[config.mk]
export PLATFORM = sky130hd
export DESIGN_NAME = ipv4_tcp_header_parse_count
export DESIGN_NICKNAME = d
export VERILOG_FILES = /design/src/design/ihtp_pkg.sv /design/src/design/ihtp_front.sv /design/src/design/ihtp_queue.sv /design/src/design/ihtp_back.sv /design/src/design/ipv4_tcp_header_parse_count.sv
export SDC_FILE = /design/constraint.sdc
export NUM_CORES = 2
export LEC_CHECK = 0
export BUFFER_PORTS_ARGS = -buffer_cell sky130_fd_sc_hd__buf_4
export CORE_MARGIN = 2
export CORE_UTILIZATION = 45
export DETAILED_ROUTE_END_ITERATION = 16
export MAX_ROUTING_LAYER = met4
export PLACE_DENSITY = 0.66
export REMOVE_ABC_BUFFERS = 1
export SYNTH_ARGS = -nofsm -noshare
export SYNTH_HDL_FRONTEND = slang
export SYNTH_SLANG_ARGS = --single-unit
[constraint.sdc]
create_clock -name i_clk -period 14.2 [get_ports i_clk]
set_clock_uncertainty 0.15 [all_clocks]
set_input_delay 1.42 -clock i_clk [delete_from_list [all_inputs] [get_ports i_clk]]
set_output_delay 1.42 -clock i_clk [all_outputs]
set_load 0.01 [all_outputs]
[src/design/ihtp_pkg.sv]
package ihtp_pkg;

    localparam int unsigned CLS_W = 3;
    localparam int unsigned CLASS_COUNT = 5;

    localparam logic [CLS_W-1:0] CLS_ICMP  = 3'd0;
    localparam logic [CLS_W-1:0] CLS_IGMP  = 3'd1;
    localparam logic [CLS_W-1:0] CLS_TCP   = 3'd2;
    localparam logic [CLS_W-1:0] CLS_UDP   = 3'd3;
    localparam logic [CLS_W-1:0] CLS_OTHER = 3'd4;

    localparam logic [7:0] PROTO_ICMP = 8'd1;
    localparam logic [7:0] PROTO_IGMP = 8'd2;
    localparam logic [7:0] PROTO_TCP  = 8'd6;
    localparam logic [7:0] PROTO_UDP  = 8'd17;

    localparam logic [15:0] ETH_BYTES = 16'd14;
    localparam logic [15:0] POS_IHL   = 16'd14;
    localparam logic [15:0] POS_PROTO = 16'd23;
    localparam logic [15:0] POS_MAX   = 16'hFFFF;
    localparam logic [15:0] TCP_CAPTURE_BYTES = 16'd14;

    localparam logic [31:0] MATCH_ADDRESS_RESET = 32'd2130706433;

    localparam logic CFG_MATCH_ADDRESS = 1'b0;
    localparam logic CFG_MATCH_ENABLE  = 1'b1;

    typedef struct packed {
        logic [7:0]  frame_byte;
        logic        last_byte;
        logic [15:0] wire_length;
    } t_in_item;

    typedef struct packed {
        logic [CLS_W-1:0] protocol_class;
        logic [31:0]      class_count;
        logic [31:0]      total_count;
        logic [15:0]      tcp_src_port;
        logic [15:0]      tcp_dst_port;
        logic [31:0]      relative_sequence;
        logic [31:0]      relative_acknowledge;
        logic [15:0]      payload_length;
        logic             flag_push;
        logic             flag_acknowledge;
        logic             flag_synchronize;
        logic             flag_finish;
    } t_out_item;

    typedef struct packed {
        logic [CLS_W-1:0] cls;
        logic [15:0]      sport;
        logic [15:0]      dport;
        logic [31:0]      seq;
        logic [31:0]      ack;
        logic [7:0]       flags;
        logic [7:0]       hdr_bytes;
        logic [15:0]      wire_length;
    } t_frame_rec;

    function automatic logic [CLS_W-1:0] class_of(input logic [7:0] proto);
        unique case (proto)
            PROTO_ICMP: return CLS_ICMP;
            PROTO_IGMP: return CLS_IGMP;
            PROTO_TCP:  return CLS_TCP;
            PROTO_UDP:  return CLS_UDP;
            default:    return CLS_OTHER;
        endcase
    endfunction

endpackage

[src/design/ihtp_front.sv]
module ihtp_front (
    input  logic                 i_clk,
    input  logic                 i_rst_n,
    input  logic                 i_in_valid,
    input  ihtp_pkg::t_in_item   i_in_item,
    input  logic                 i_q_full,
    input  logic [31:0]          i_match_address,
    input  logic                 i_match_enable,
    output logic                 o_in_stall,
    output logic                 o_push,
    output ihtp_pkg::t_frame_rec o_rec
);
    import ihtp_pkg::*;

    logic [15:0] r_pos;
    logic [5:0]  r_ihl;
    logic [7:0]  r_proto;
    logic [31:0] r_saddr;
    logic [31:0] r_daddr;
    logic [15:0] r_sport;
    logic [15:0] r_dport;
    logic [31:0] r_seq;
    logic [31:0] r_ack;
    logic [7:0]  r_off;
    logic [7:0]  r_flags;

    logic [5:0]  n_ihl;
    logic [7:0]  n_proto;
    logic [31:0] n_saddr;
    logic [31:0] n_daddr;
    logic [15:0] n_sport;
    logic [15:0] n_dport;
    logic [31:0] n_seq;
    logic [31:0] n_ack;
    logic [7:0]  n_off;
    logic [7:0]  n_flags;

    logic [7:0]  b;
    logic [15:0] tcp_base;
    logic [15:0] tcp_off;
    logic        in_tcp;
    logic        accepted;
    logic        frame_match;

    assign b          = i_in_item.frame_byte;
    assign o_in_stall = i_q_full;
    assign accepted   = i_in_valid && !i_q_full;

    always_comb begin
        n_ihl   = r_ihl;
        n_proto = r_proto;
        n_saddr = r_saddr;
        n_daddr = r_daddr;
        n_sport = r_sport;
        n_dport = r_dport;
        n_seq   = r_seq;
        n_ack   = r_ack;
        n_off   = r_off;
        n_flags = r_flags;
        if (r_pos == POS_IHL) begin
            n_ihl = {b[3:0], 2'b00};
        end
        if (r_pos == POS_PROTO) begin
            n_proto = b;
        end
        case (r_pos)
            16'd26: n_saddr[31:24] = b;
            16'd27: n_saddr[23:16] = b;
            16'd28: n_saddr[15:8]  = b;
            16'd29: n_saddr[7:0]   = b;
            16'd30: n_daddr[31:24] = b;
            16'd31: n_daddr[23:16] = b;
            16'd32: n_daddr[15:8]  = b;
            16'd33: n_daddr[7:0]   = b;
            default: ;
        endcase
        tcp_base = ETH_BYTES + {10'd0, n_ihl};
        tcp_off  = r_pos - tcp_base;
        in_tcp   = (r_pos >= tcp_base) && (tcp_off < TCP_CAPTURE_BYTES);
        if (in_tcp) begin
            case (tcp_off[3:0])
                4'd0:  n_sport[15:8] = b;
                4'd1:  n_sport[7:0]  = b;
                4'd2:  n_dport[15:8] = b;
                4'd3:  n_dport[7:0]  = b;
                4'd4:  n_seq[31:24]  = b;
                4'd5:  n_seq[23:16]  = b;
                4'd6:  n_seq[15:8]   = b;
                4'd7:  n_seq[7:0]    = b;
                4'd8:  n_ack[31:24]  = b;
                4'd9:  n_ack[23:16]  = b;
                4'd10: n_ack[15:8]   = b;
                4'd11: n_ack[7:0]    = b;
                4'd12: n_off         = b;
                4'd13: n_flags       = b;
                default: ;
            endcase
        end
    end

    assign frame_match = !i_match_enable || (n_saddr == i_match_address) ||
                         (n_daddr == i_match_address);

    assign o_push = accepted && i_in_item.last_byte && frame_match;

    always_comb begin
        o_rec.cls         = class_of(n_proto);
        o_rec.sport       = n_sport;
        o_rec.dport       = n_dport;
        o_rec.seq         = n_seq;
        o_rec.ack         = n_ack;
        o_rec.flags       = n_flags;
        o_rec.hdr_bytes   = tcp_base[7:0] + {2'b00, n_off[7:4], 2'b00};
        o_rec.wire_length = i_in_item.wire_length;
    end

    always_ff @(posedge i_clk) begin
        if (!i_rst_n || (accepted && i_in_item.last_byte)) begin
            r_pos   <= '0;
            r_ihl   <= '0;
            r_proto <= '0;
            r_saddr <= '0;
            r_daddr <= '0;
            r_sport <= '0;
            r_dport <= '0;
            r_seq   <= '0;
            r_ack   <= '0;
            r_off   <= '0;
            r_flags <= '0;
        end else if (accepted) begin
            if (r_pos != POS_MAX) begin
                r_pos <= r_pos + 16'd1;
            end
            r_ihl   <= n_ihl;
            r_proto <= n_proto;
            r_saddr <= n_saddr;
            r_daddr <= n_daddr;
            r_sport <= n_sport;
            r_dport <= n_dport;
            r_seq   <= n_seq;
            r_ack   <= n_ack;
            r_off   <= n_off;
            r_flags <= n_flags;
        end
    end

endmodule

[src/design/ihtp_queue.sv]
module ihtp_queue (
    input  logic                 i_clk,
    input  logic                 i_rst_n,
    input  logic                 i_push,
    input  ihtp_pkg::t_frame_rec i_rec,
    input  logic                 i_pop,
    output logic                 o_valid,
    output logic                 o_full,
    output ihtp_pkg::t_frame_rec o_rec
);
    import ihtp_pkg::*;

    t_frame_rec r_mem [2];
    logic       r_wr_ptr;
    logic       r_rd_ptr;
    logic [1:0] r_count;

    assign o_valid = (r_count != 2'd0);
    assign o_full  = (r_count == 2'd2);
    assign o_rec   = r_mem[r_rd_ptr];

    always_ff @(posedge i_clk) begin
        if (i_push) begin
            r_mem[r_wr_ptr] <= i_rec;
        end
    end

    always_ff @(posedge i_clk) begin
        if (!i_rst_n) begin
            r_wr_ptr <= 1'b0;
            r_rd_ptr <= 1'b0;
            r_count  <= 2'd0;
        end else begin
            if (i_push) begin
                r_wr_ptr <= !r_wr_ptr;
            end
            if (i_pop) begin
                r_rd_ptr <= !r_rd_ptr;
            end
            if (i_push && !i_pop) begin
                r_count <= r_count + 2'd1;
            end else if (i_pop && !i_push) begin
                r_count <= r_count - 2'd1;
            end
        end
    end

endmodule

[src/design/ihtp_back.sv]
module ihtp_back #(
    parameter int unsigned COUNT_WIDTH = 32
) (
    input  logic                 i_clk,
    input  logic                 i_rst_n,
    input  logic                 i_q_valid,
    input  ihtp_pkg::t_frame_rec i_rec,
    input  logic                 i_out_stall,
    output logic                 o_pop,
    output logic                 o_out_valid,
    output ihtp_pkg::t_out_item  o_out_item
);
    import ihtp_pkg::*;

    logic [COUNT_WIDTH-1:0] r_cnt [CLASS_COUNT];
    logic [COUNT_WIDTH-1:0] r_total;
    logic [31:0]            r_base;
    logic                   r_base_valid;
    logic                   r_out_valid;
    t_out_item              r_out;

    logic [COUNT_WIDTH-1:0] n_cls_cnt;
    logic [COUNT_WIDTH-1:0] n_total;
    logic [31:0]            eff_base;
    logic                   is_tcp;
    t_out_item              n_out;

    assign o_pop       = i_q_valid && (!r_out_valid || !i_out_stall);
    assign o_out_valid = r_out_valid;
    assign o_out_item  = r_out;

    assign is_tcp    = (i_rec.cls == CLS_TCP);
    assign n_cls_cnt = r_cnt[i_rec.cls] + COUNT_WIDTH'(1);
    assign n_total   = r_total + COUNT_WIDTH'(1);
    assign eff_base  = r_base_valid ? r_base : i_rec.seq;

    always_comb begin
        n_out = '0;
        n_out.protocol_class = i_rec.cls;
        n_out.class_count    = 32'(n_cls_cnt);
        n_out.total_count    = 32'(n_total);
        if (is_tcp) begin
            n_out.tcp_src_port         = i_rec.sport;
            n_out.tcp_dst_port         = i_rec.dport;
            n_out.relative_sequence    = i_rec.seq - eff_base;
            n_out.relative_acknowledge = i_rec.ack - eff_base;
            if (i_rec.wire_length > {8'd0, i_rec.hdr_bytes}) begin
                n_out.payload_length = i_rec.wire_length - {8'd0, i_rec.hdr_bytes};
            end
            n_out.flag_push        = i_rec.flags[3];
            n_out.flag_acknowledge = i_rec.flags[4];
            n_out.flag_synchronize = i_rec.flags[1];
            n_out.flag_finish      = i_rec.flags[0];
        end
    end

    always_ff @(posedge i_clk) begin
        if (o_pop) begin
            r_out <= n_out;
        end
    end

    always_ff @(posedge i_clk) begin
        if (!i_rst_n) begin
            for (int i = 0; i < CLASS_COUNT; i++) begin
                r_cnt[i] <= '0;
            end
            r_total      <= '0;
            r_base       <= '0;
            r_base_valid <= 1'b0;
            r_out_valid  <= 1'b0;
        end else begin
            if (o_pop) begin
                r_cnt[i_rec.cls] <= n_cls_cnt;
                r_total          <= n_total;
                if (is_tcp && !r_base_valid) begin
                    r_base       <= i_rec.seq;
                    r_base_valid <= 1'b1;
                end
                r_out_valid <= 1'b1;
            end else if (!i_out_stall) begin
                r_out_valid <= 1'b0;
            end
        end
    end

endmodule

[src/design/ipv4_tcp_header_parse_count.sv]
// Counts Ethernet/IPv4 frames by protocol class and reports TCP header fields.
// The input channel takes one frame byte per item, with last_byte set on the
// final byte and wire_length valid on it; the block accepts one byte every
// cycle unless the queue is full. Bytes only update front-end header registers.
// On the last byte the frame is checked against the address filter, and a
// frame that passes leaves a record in a two-entry queue; a rejected frame
// leaves nothing. The back end turns each record into one result item: it
// updates the class and total counters and the TCP base sequence, and loads
// the output register. The result passes through the queue and the output
// register, and the back end delivers one result per cycle while the receiver
// does not stall.
// When the receiver stalls, the output register holds its item and the queue
// fills; input is stalled only while both queue entries are occupied.
// Configuration writes on the plain write port take effect at the next edge;
// the user must write only while the block is idle; it does not check this.
// Synchronous reset empties the queue and output register, clears all counters
// and the base sequence, and restores the filter to 127.0.0.1, enabled.
module ipv4_tcp_header_parse_count #(
    parameter int unsigned COUNT_WIDTH = 32
) (
    input  logic                i_clk,
    input  logic                i_rst_n,
    input  logic                i_in_valid,
    output logic                o_in_stall,
    input  ihtp_pkg::t_in_item  i_in_item,
    output logic                o_out_valid,
    input  logic                i_out_stall,
    output ihtp_pkg::t_out_item o_out_item,
    input  logic                i_cfg_we,
    input  logic                i_cfg_index,
    input  logic [31:0]         i_cfg_data
);
    import ihtp_pkg::*;

    logic [31:0] r_match_address;
    logic        r_match_enable;

    logic        w_push;
    logic        w_pop;
    logic        w_q_valid;
    logic        w_q_full;
    t_frame_rec  w_push_rec;
    t_frame_rec  w_q_rec;

    always_ff @(posedge i_clk) begin
        if (!i_rst_n) begin
            r_match_address <= MATCH_ADDRESS_RESET;
            r_match_enable  <= 1'b1;
        end else if (i_cfg_we) begin
            unique case (i_cfg_index)
                CFG_MATCH_ADDRESS: r_match_address <= i_cfg_data;
                CFG_MATCH_ENABLE:  r_match_enable  <= i_cfg_data[0];
                default: ;
            endcase
        end
    end

    ihtp_front u_front (
        .i_clk           (i_clk),
        .i_rst_n         (i_rst_n),
        .i_in_valid      (i_in_valid),
        .i_in_item       (i_in_item),
        .i_q_full        (w_q_full),
        .i_match_address (r_match_address),
        .i_match_enable  (r_match_enable),
        .o_in_stall      (o_in_stall),
        .o_push          (w_push),
        .o_rec           (w_push_rec)
    );

    ihtp_queue u_queue (
        .i_clk   (i_clk),
        .i_rst_n (i_rst_n),
        .i_push  (w_push),
        .i_rec   (w_push_rec),
        .i_pop   (w_pop),
        .o_valid (w_q_valid),
        .o_full  (w_q_full),
        .o_rec   (w_q_rec)
    );

    ihtp_back #(
        .COUNT_WIDTH (COUNT_WIDTH)
    ) u_back (
        .i_clk       (i_clk),
        .i_rst_n     (i_rst_n),
        .i_q_valid   (w_q_valid),
        .i_rec       (w_q_rec),
        .i_out_stall (i_out_stall),
        .o_pop       (w_pop),
        .o_out_valid (o_out_valid),
        .o_out_item  (o_out_item)
    );

`ifndef ASSERT_OFF
    a_no_overflow: assert property (@(posedge i_clk) disable iff (!i_rst_n)
        w_push |-> !w_q_full)
        else $error("frame record pushed into a full queue");

    a_non_tcp_zero: assert property (@(posedge i_clk) disable iff (!i_rst_n)
        (o_out_valid && o_out_item.protocol_class != CLS_TCP) |->
        (o_out_item.tcp_src_port == 16'd0 && o_out_item.payload_length == 16'd0 &&
         o_out_item.relative_sequence == 32'd0))
        else $error("non-TCP result carries TCP fields");

    a_reset_empty: assert property (@(posedge i_clk)
        !i_rst_n |=> !o_out_valid)
        else $error("result valid right after reset");

    a_pop_needs_data: assert property (@(posedge i_clk) disable iff (!i_rst_n)
        w_pop |-> w_q_valid)
        else $error("back end took from an empty queue");
`endif

endmodule
Yosys cells after proc, flatten, opt, wreduce, memory -nomap -nowiden
Memories as Yosys holds them, arrays and structs flattened. A register that Yosys moved wholly into a read port is not among the register bits.
Index checks and enable logic that the tools add are counted.
- flip-flop bits (word level): 492
- memory bits (writable): 422
- input bits: 63
- output and inout bits: 185
- logic and storage cells: 162
- memories: 2
- add/sub/neg operators: 11
- order comparisons: 3
- equality and inequality tests: 33
- mux-type cells: 47
- bitwise gates (word level): 1
- reductions and logical operators: 32
- memories (name ; words ; bits a word ; rd ports ; clocked after memory_dff ; wr ports ; RTL line ; source):
    u_queue.r_mem ; 2 ; 131 ; 1 ; 1 ; 1 ; ihtp_queue.sv:13 ; t_frame_rec r_mem [2];
    u_back.r_cnt ; 5 ; 32 ; 1 ; 0 ; 5 ; ihtp_back.sv:15 ; logic [COUNT_WIDTH-1:0] r_cnt [CLASS_COUNT];
- operator list (cell ; number):
    $mux W8 ; 25
    $mux W32 ; 4
    $eq A16 B5 Y1 const B ; 7
    $add A32 B1 Y32 const B ; 2
    $eq A32 B32 Y1 ; 2
    $sub A32 B32 Y32 ; 2
    $eq A16 B6 Y1 const B ; 2
    $mux W16 ; 2
    $reduce_or A32 Y1 ; 1
    $eq A4 B4 Y1 const B ; 6
    $add A16 B1 Y16 const B ; 1
    $eq A16 B4 Y1 const B ; 1
    $eq A4 B3 Y1 const B ; 4
    $ge A16 B16 Y1 ; 1
    $gt A16 B8 Y1 ; 1
    $lt A16 B4 Y1 const B ; 1
    $ne A16 B16 Y1 const B ; 1
    $sub A16 B16 Y16 ; 1
    $sub A16 B8 Y16 ; 1
    $pmux W3 S4 ; 1
    $mux W1 ; 11
    $logic_not A1 Y1 ; 10
    $reduce_and A2 Y1 ; 5
    $add A8 B6 Y8 ; 1
    21 further kinds ; 34

Depth between registers and ports, before layout
- depth after elaboration: 10
- gate-level depth with buffers: 29
- depth with buffers taken out: 28

Modules after synthesis
Synthesis repeated with hierarchy kept, for this count alone.
- cell total of the unflattened synthesis: 3991
- area, all modules: 48235.0 µm²
- modules (own cells, without submodules) (module ; times used ; cells an instance ; area each (µm²) ; seq. area each (µm²)):
    ihtp_back ; 1 ; 2025 ; 24895.1 ; 14503.9
    ihtp_front ; 1 ; 1391 ; 11900.2 ; 4043.9
    ihtp_queue ; 1 ; 430 ; 10047.1 ; 7967.6
    ipv4_tcp_header_parse_count ; 1 ; 145 ; 1392.6 ; 660.6

Worst setup path after synthesis
OpenSTA, ideal clock, no wires.
- kind: input to register
- start point: in i_in_item[20] (netlist bit)
- end point: mem u_queue.r_mem[0][0] (netlist bit) (enable)
- library setup time: 629 ps
- arrival: 8691 ps
- data required time: 13421 ps
- setup slack: 4730 ps
- stages: 10
- path buffers: 1
- path through: clkbuf_1 > xnor2_1 > o2111ai_1 > nor3_1 > a31oi_1 > nor4_1 > nand4_1 > or4_1 > o211ai_1 > nor2b_1
- cells in the longest elaborated chain, start to end: 7
- elaborated cells on any way between the ends: 15
- classes of those cells: 2 x eq/ne; 10 x mux; 3 x reduce/logical
- RTL lines (item ; RTL line ; source):
    start: declaration ; ipv4_tcp_header_parse_count.sv:25 ; input ihtp_pkg::t_in_item i_in_item,
    $mux W8 ; ihtp_front.sv:66 ; case (r_pos)
    $eq A32 B32 Y1 ; ihtp_front.sv:101 ; assign frame_match = !i_match_enable || (n_saddr == i_match_address) ||
    $logic_or A1 B1 Y1 ; ihtp_front.sv:101 ;
    $logic_or A1 B1 Y1 * ; ihtp_front.sv:101 ;
    $logic_and A1 B1 Y1 * ; ihtp_front.sv:104 ; assign o_push = accepted && i_in_item.last_byte && frame_match;
    via u_front.o_push ; ihtp_front.sv:10 ; output logic o_push,
    $mux W1 * ; ihtp_queue.sv:23 ; if (i_push) begin
    $mux W1 (not written as such) * ; ihtp_queue.sv:24 ; r_mem[r_wr_ptr] <= i_rec;
    end: declaration ; ihtp_queue.sv:13 ;
Mark *: on every way through the listed nets, which the timed path passes. The rest lies on a longest branch.

==> results.tsv <==
stage	metric	value	unit
routing	number of detailed-route iterations in the first pass	6	
timing	Tmin final	7.30	ns
critical_path	Crit Path Max Fanout	36	
clocking	# Post-CTS Setup Buffers	0	
routing	Routed Antenna Nets	0	
critical_path	critical setup path kind	primary input to flip-flop	
clocking	clock slew at reported path FFs	0.06	ns
critical_path	critical path launch point type	primary input	
synthesis	adder-cell share of the synthesized area	2.61	%
synthesis	Synth Area in Compound Gates	8.61	%
layout	Register Area	26900	sq um
die	site row count	117	
routing	drc violations	0	
clocking	cts bufs inserted	104	
timing	Fin Setup TNS	0	ns
place	pre-CTS worst setup slack	6.29	ns
synthesis	Avg Inst Size Synth	11.4	sq um
routing	DR vias/cell	5.49	
clocking	CTS root buffer	clkbuf_16	
routing	initial drt markers	2756	
timing	Max transition margin	17.5	%
routing	DR vias	31100	
run_status	status	completed	
timing	Tcrit/Tclk final	51.4	%
synthesis	simple-gate share of the synthesized area	13.9	%
flow_run	Max Cap Violations	0	
global_routing	largest net degree at the start of global routing	101	
layout	multi-input logic area	18000	sq um
place	I/O Buffers	247	
die	IO Count	248	
die	initial core utilization	45.3	%
power_and_ir_drop	Cell Pwr Density	165	nW/um^2
power_and_ir_drop	IR drop worst, VDD	0.0975	mV
clocking	clock buffer depth	3	
clocking	CTS resizes	0	
critical_path	Req. time, crit path	14.49	ns
routing	Wirelength per Cell	20.4	microns
power_and_ir_drop	P_leak	19.1	nW
clocking	TritonCTS clock tree	done	
global_routing	GRT Resource Usage Total	22.3	%
synthesis	Syn Inst Count	4027	
critical_path	CP Capture Type	flip-flop	
synthesis	synth warn	0	
synthesis	number of flops mapped to enable cells by yosys	693	
timing	RSZ-0062 raised after global routing	no	
synthesis	Main synth FF type	edfxtp_1	
layout	area delta synth->final	14.2	%
timing	Least-Margin Pin Slew	1.23	ns
global_routing	first-pass GRT wire length	175000	microns
place	post-DP HPWL	72800	microns
timing	worst setup margin	6.90	ns
hold_path	Hold Crit Class	flip-flop to flip-flop	
timing	fmax	137	MHz
die	die height	324	microns
die	Die X	324	microns
layout	nets@finish	4357	
global_routing	initial antenna violation count	0	
global_routing	GRT overflow	0	
synthesis	Yosys reg bits	995	
place	GPL Wtd Cong	0.902	
die	Die ar.	105000	sq um
global_routing	vias in the first global route	29800	
layout	proportion of layout cells with a drive suffix above 1	15.5	%
die	Core Area	102000	sq um
layout	fill count	8950	
synthesis	sequential element share of the synthesized area	58.4	%
routing	final wirelength	115000	microns
clocking	hold_buf cts	0	
synthesis	Post-Synth XOR/XNOR Area	4.11	%
clocking	# H-tree levels	3	
timing	count of final setup violators	0	
clocking	CTS Sinks	995	
synthesis	Post-synth ARST share	0	%
critical_path	Worst Path Arrival	7.58	ns
timing	max-slew violations	0	
timing	Final Hold Vio Count	0	
synthesis	largest family of logic cells by synthesized area	simple AND/OR/NAND/NOR gates	
clocking	worst skew pair latency	0.70	ns
synthesis	post-synth cell types	89	
synthesis	Cell Area, Synth	46000	sq um
synthesis	post-synthesis mux area share	9.72	%
logic make-up (layout without fill, tap and decap cells):
| logic type | count (synthesis) | in the layout |
|---|---|---|
| xor gates and xnor gates | 216 | 216 |
| adders and majority gates | 93 | 93 |
| buffers and inverters | 318 | 582 |
| AOI/OAI and AO/OA | 610 | 610 |
| and+or+nand+nor | 1382 | 1382 |
| muxes | 413 | 413 |
| other | 0 | 1 |
| DFF | 995 | 995 |
synthesized netlist by cell type (all sizes together) (17+ instances only):
master	n	area, sq um
edfxtp	693	20800
nor2	507	1900
nand2	437	1640
dfxtp	302	6050
mux2i	264	2660
a21oi	197	990
clkbuf	184	692
o21ai	140	701
mux2	137	1540
xnor2	137	1200
inv	93	349
ha	88	1100
xor2	79	692
nand3	70	350
nor3	50	289
or3	48	300
a21boi	44	330
nor3b	44	330
buf	40	200
a21o	37	278
and2	36	225
nor4	32	282
nand4	30	188
nor2b	30	188
nand2b	27	169
a221oi	26	228
and3	22	138
or2	17	106
metrics by stage:
stage          area (sq um)  util (%)  power [mW]  std cells  hold WS [ns]
6_report              52600      51.7        8.68       5660         0.302
5_1_grt               52600      51.7        9.08       5659         0.320
4_1_cts               52600      51.7        8.75       5659         0.301
3_5_place_dp          49200      48.4        6.02       5463         0.293
3_3_place_gp          49200      48.4        6.01       5463         0.288
2_1_floorplan         45100         -        5.20       3803         0.282
layer usage:
| layer | wire length (microns) | share of wire (%) | vias to the layer above | track usage [%] |
|---|---|---|---|---|
| met1 | 52200 | 45 | 15000 | 30.5 |
| met3 | 7320 | 6.4 | 189 | 3.18 |
| met4 | 2700 | 2.3 | 0 | 6.48 |
| met2 | 53100 | 46 | 989 | 34.6 |
| li1 | - | - | 14800 | - |
| met5 | 0 | 0 | - | - |
flip-flops by register name (all words and copies together), names as in the netlist, 32 cells and up, named ones only:
| signal | cells |
|---|---|
| u_back.r_base | 32 |
| u_back.r_cnt | 256 |
| r_match_address | 32 |
| u_front.r_saddr | 32 |
| u_front.r_daddr | 32 |
| u_front.r_seq | 32 |
| u_back.r_total | 32 |
| u_back.o_out_item | 183 |
| u_front.r_ack | 32 |
| u_queue.r_mem | 254 |
final timing paths:
path / end / from / cells after the start / slack (ns)
min reg2reg: u_front.r_daddr[15] / u_front.r_daddr[15] / 2 / 0.30
min: u_front.r_daddr[15] / u_front.r_daddr[15] / 2 / 0.30
max: u_queue.r_mem[1][23] / i_in_item[17] / 25 / 6.90
max reg2reg: u_queue.r_mem[1][23] / u_front.r_pos[7] / 26 / 6.92
layout make-up:
class	count	share of cell area, %
repair buffers	292	4.19
multi-input cells	2714	34.3
clock buffers	129	5.25
diodes	1	0.00476
well taps	1368	3.26
clock inverters	67	1.21
flip-flops and latches	995	51.1
inverters	94	0.686
report_power, final:
part           internal, mW  switching [mW]  total, mW
Clock                  1.56            1.15       2.72
Sequential             3.49           0.139       3.63
Combinational         0.886            1.45       2.33
layout by cell type, fill, tap and decap left out, types with 10 or more instances in the layout:
| cell type | count |
|---|---|
| dfxtp_1 | 300 |
| a21boi_0 | 44 |
| clkbuf_1 | 20 |
| nand3_1 | 66 |
| mux2i_1 | 260 |
| mux2_2 | 137 |
| nor4_1 | 26 |
| or2_2 | 17 |
| nor2b_1 | 28 |
| nor3_1 | 44 |
| xor2_1 | 79 |
| nand2_1 | 429 |
| inv_1 | 90 |
| clkinv_2 | 25 |
| nor3b_1 | 44 |
| or3_1 | 48 |
| clkbuf_16 | 105 |
| a21oi_1 | 196 |
| buf_4 | 291 |
| clkinv_1 | 20 |
| edfxtp_1 | 693 |
| o21ai_0 | 136 |
| a21o_1 | 37 |
| mux4_2 | 12 |
| ha_1 | 88 |
| a31oi_1 | 14 |
| and2_1 | 32 |
| a211oi_1 | 15 |
| nand4_1 | 30 |
| and3_1 | 22 |
| xnor2_1 | 137 |
| bufinv_16 | 10 |
| nand2b_1 | 27 |
| a221oi_1 | 26 |
| nor2_1 | 506 |
| o21a_1 | 15 |
critical path: stages:
cell	delay, ns
buf_4	0.42
inv_1	0.40
nor2_1	0.19
a21oi_1	0.07
ha_1	0.21
nor2b_1	0.14
mux2_2	0.32
or2_2	0.32
inv_1	0.11
ha_1	0.19
o21a_1	0.13
o31a_1	0.18
o22a_1	0.30
o21ai_0	0.17
a221oi_1	0.45
o21ai_1	0.32
a2111oi_4	0.65
mux2i_1	0.36
inv_1	0.08
ha_1	0.27
a21o_1	0.18
a21o_1	0.20
nand2_1	0.09
nor3_1	0.05
a221o_1	0.33
No activity file was read; power rests on OpenSTA's default activity.
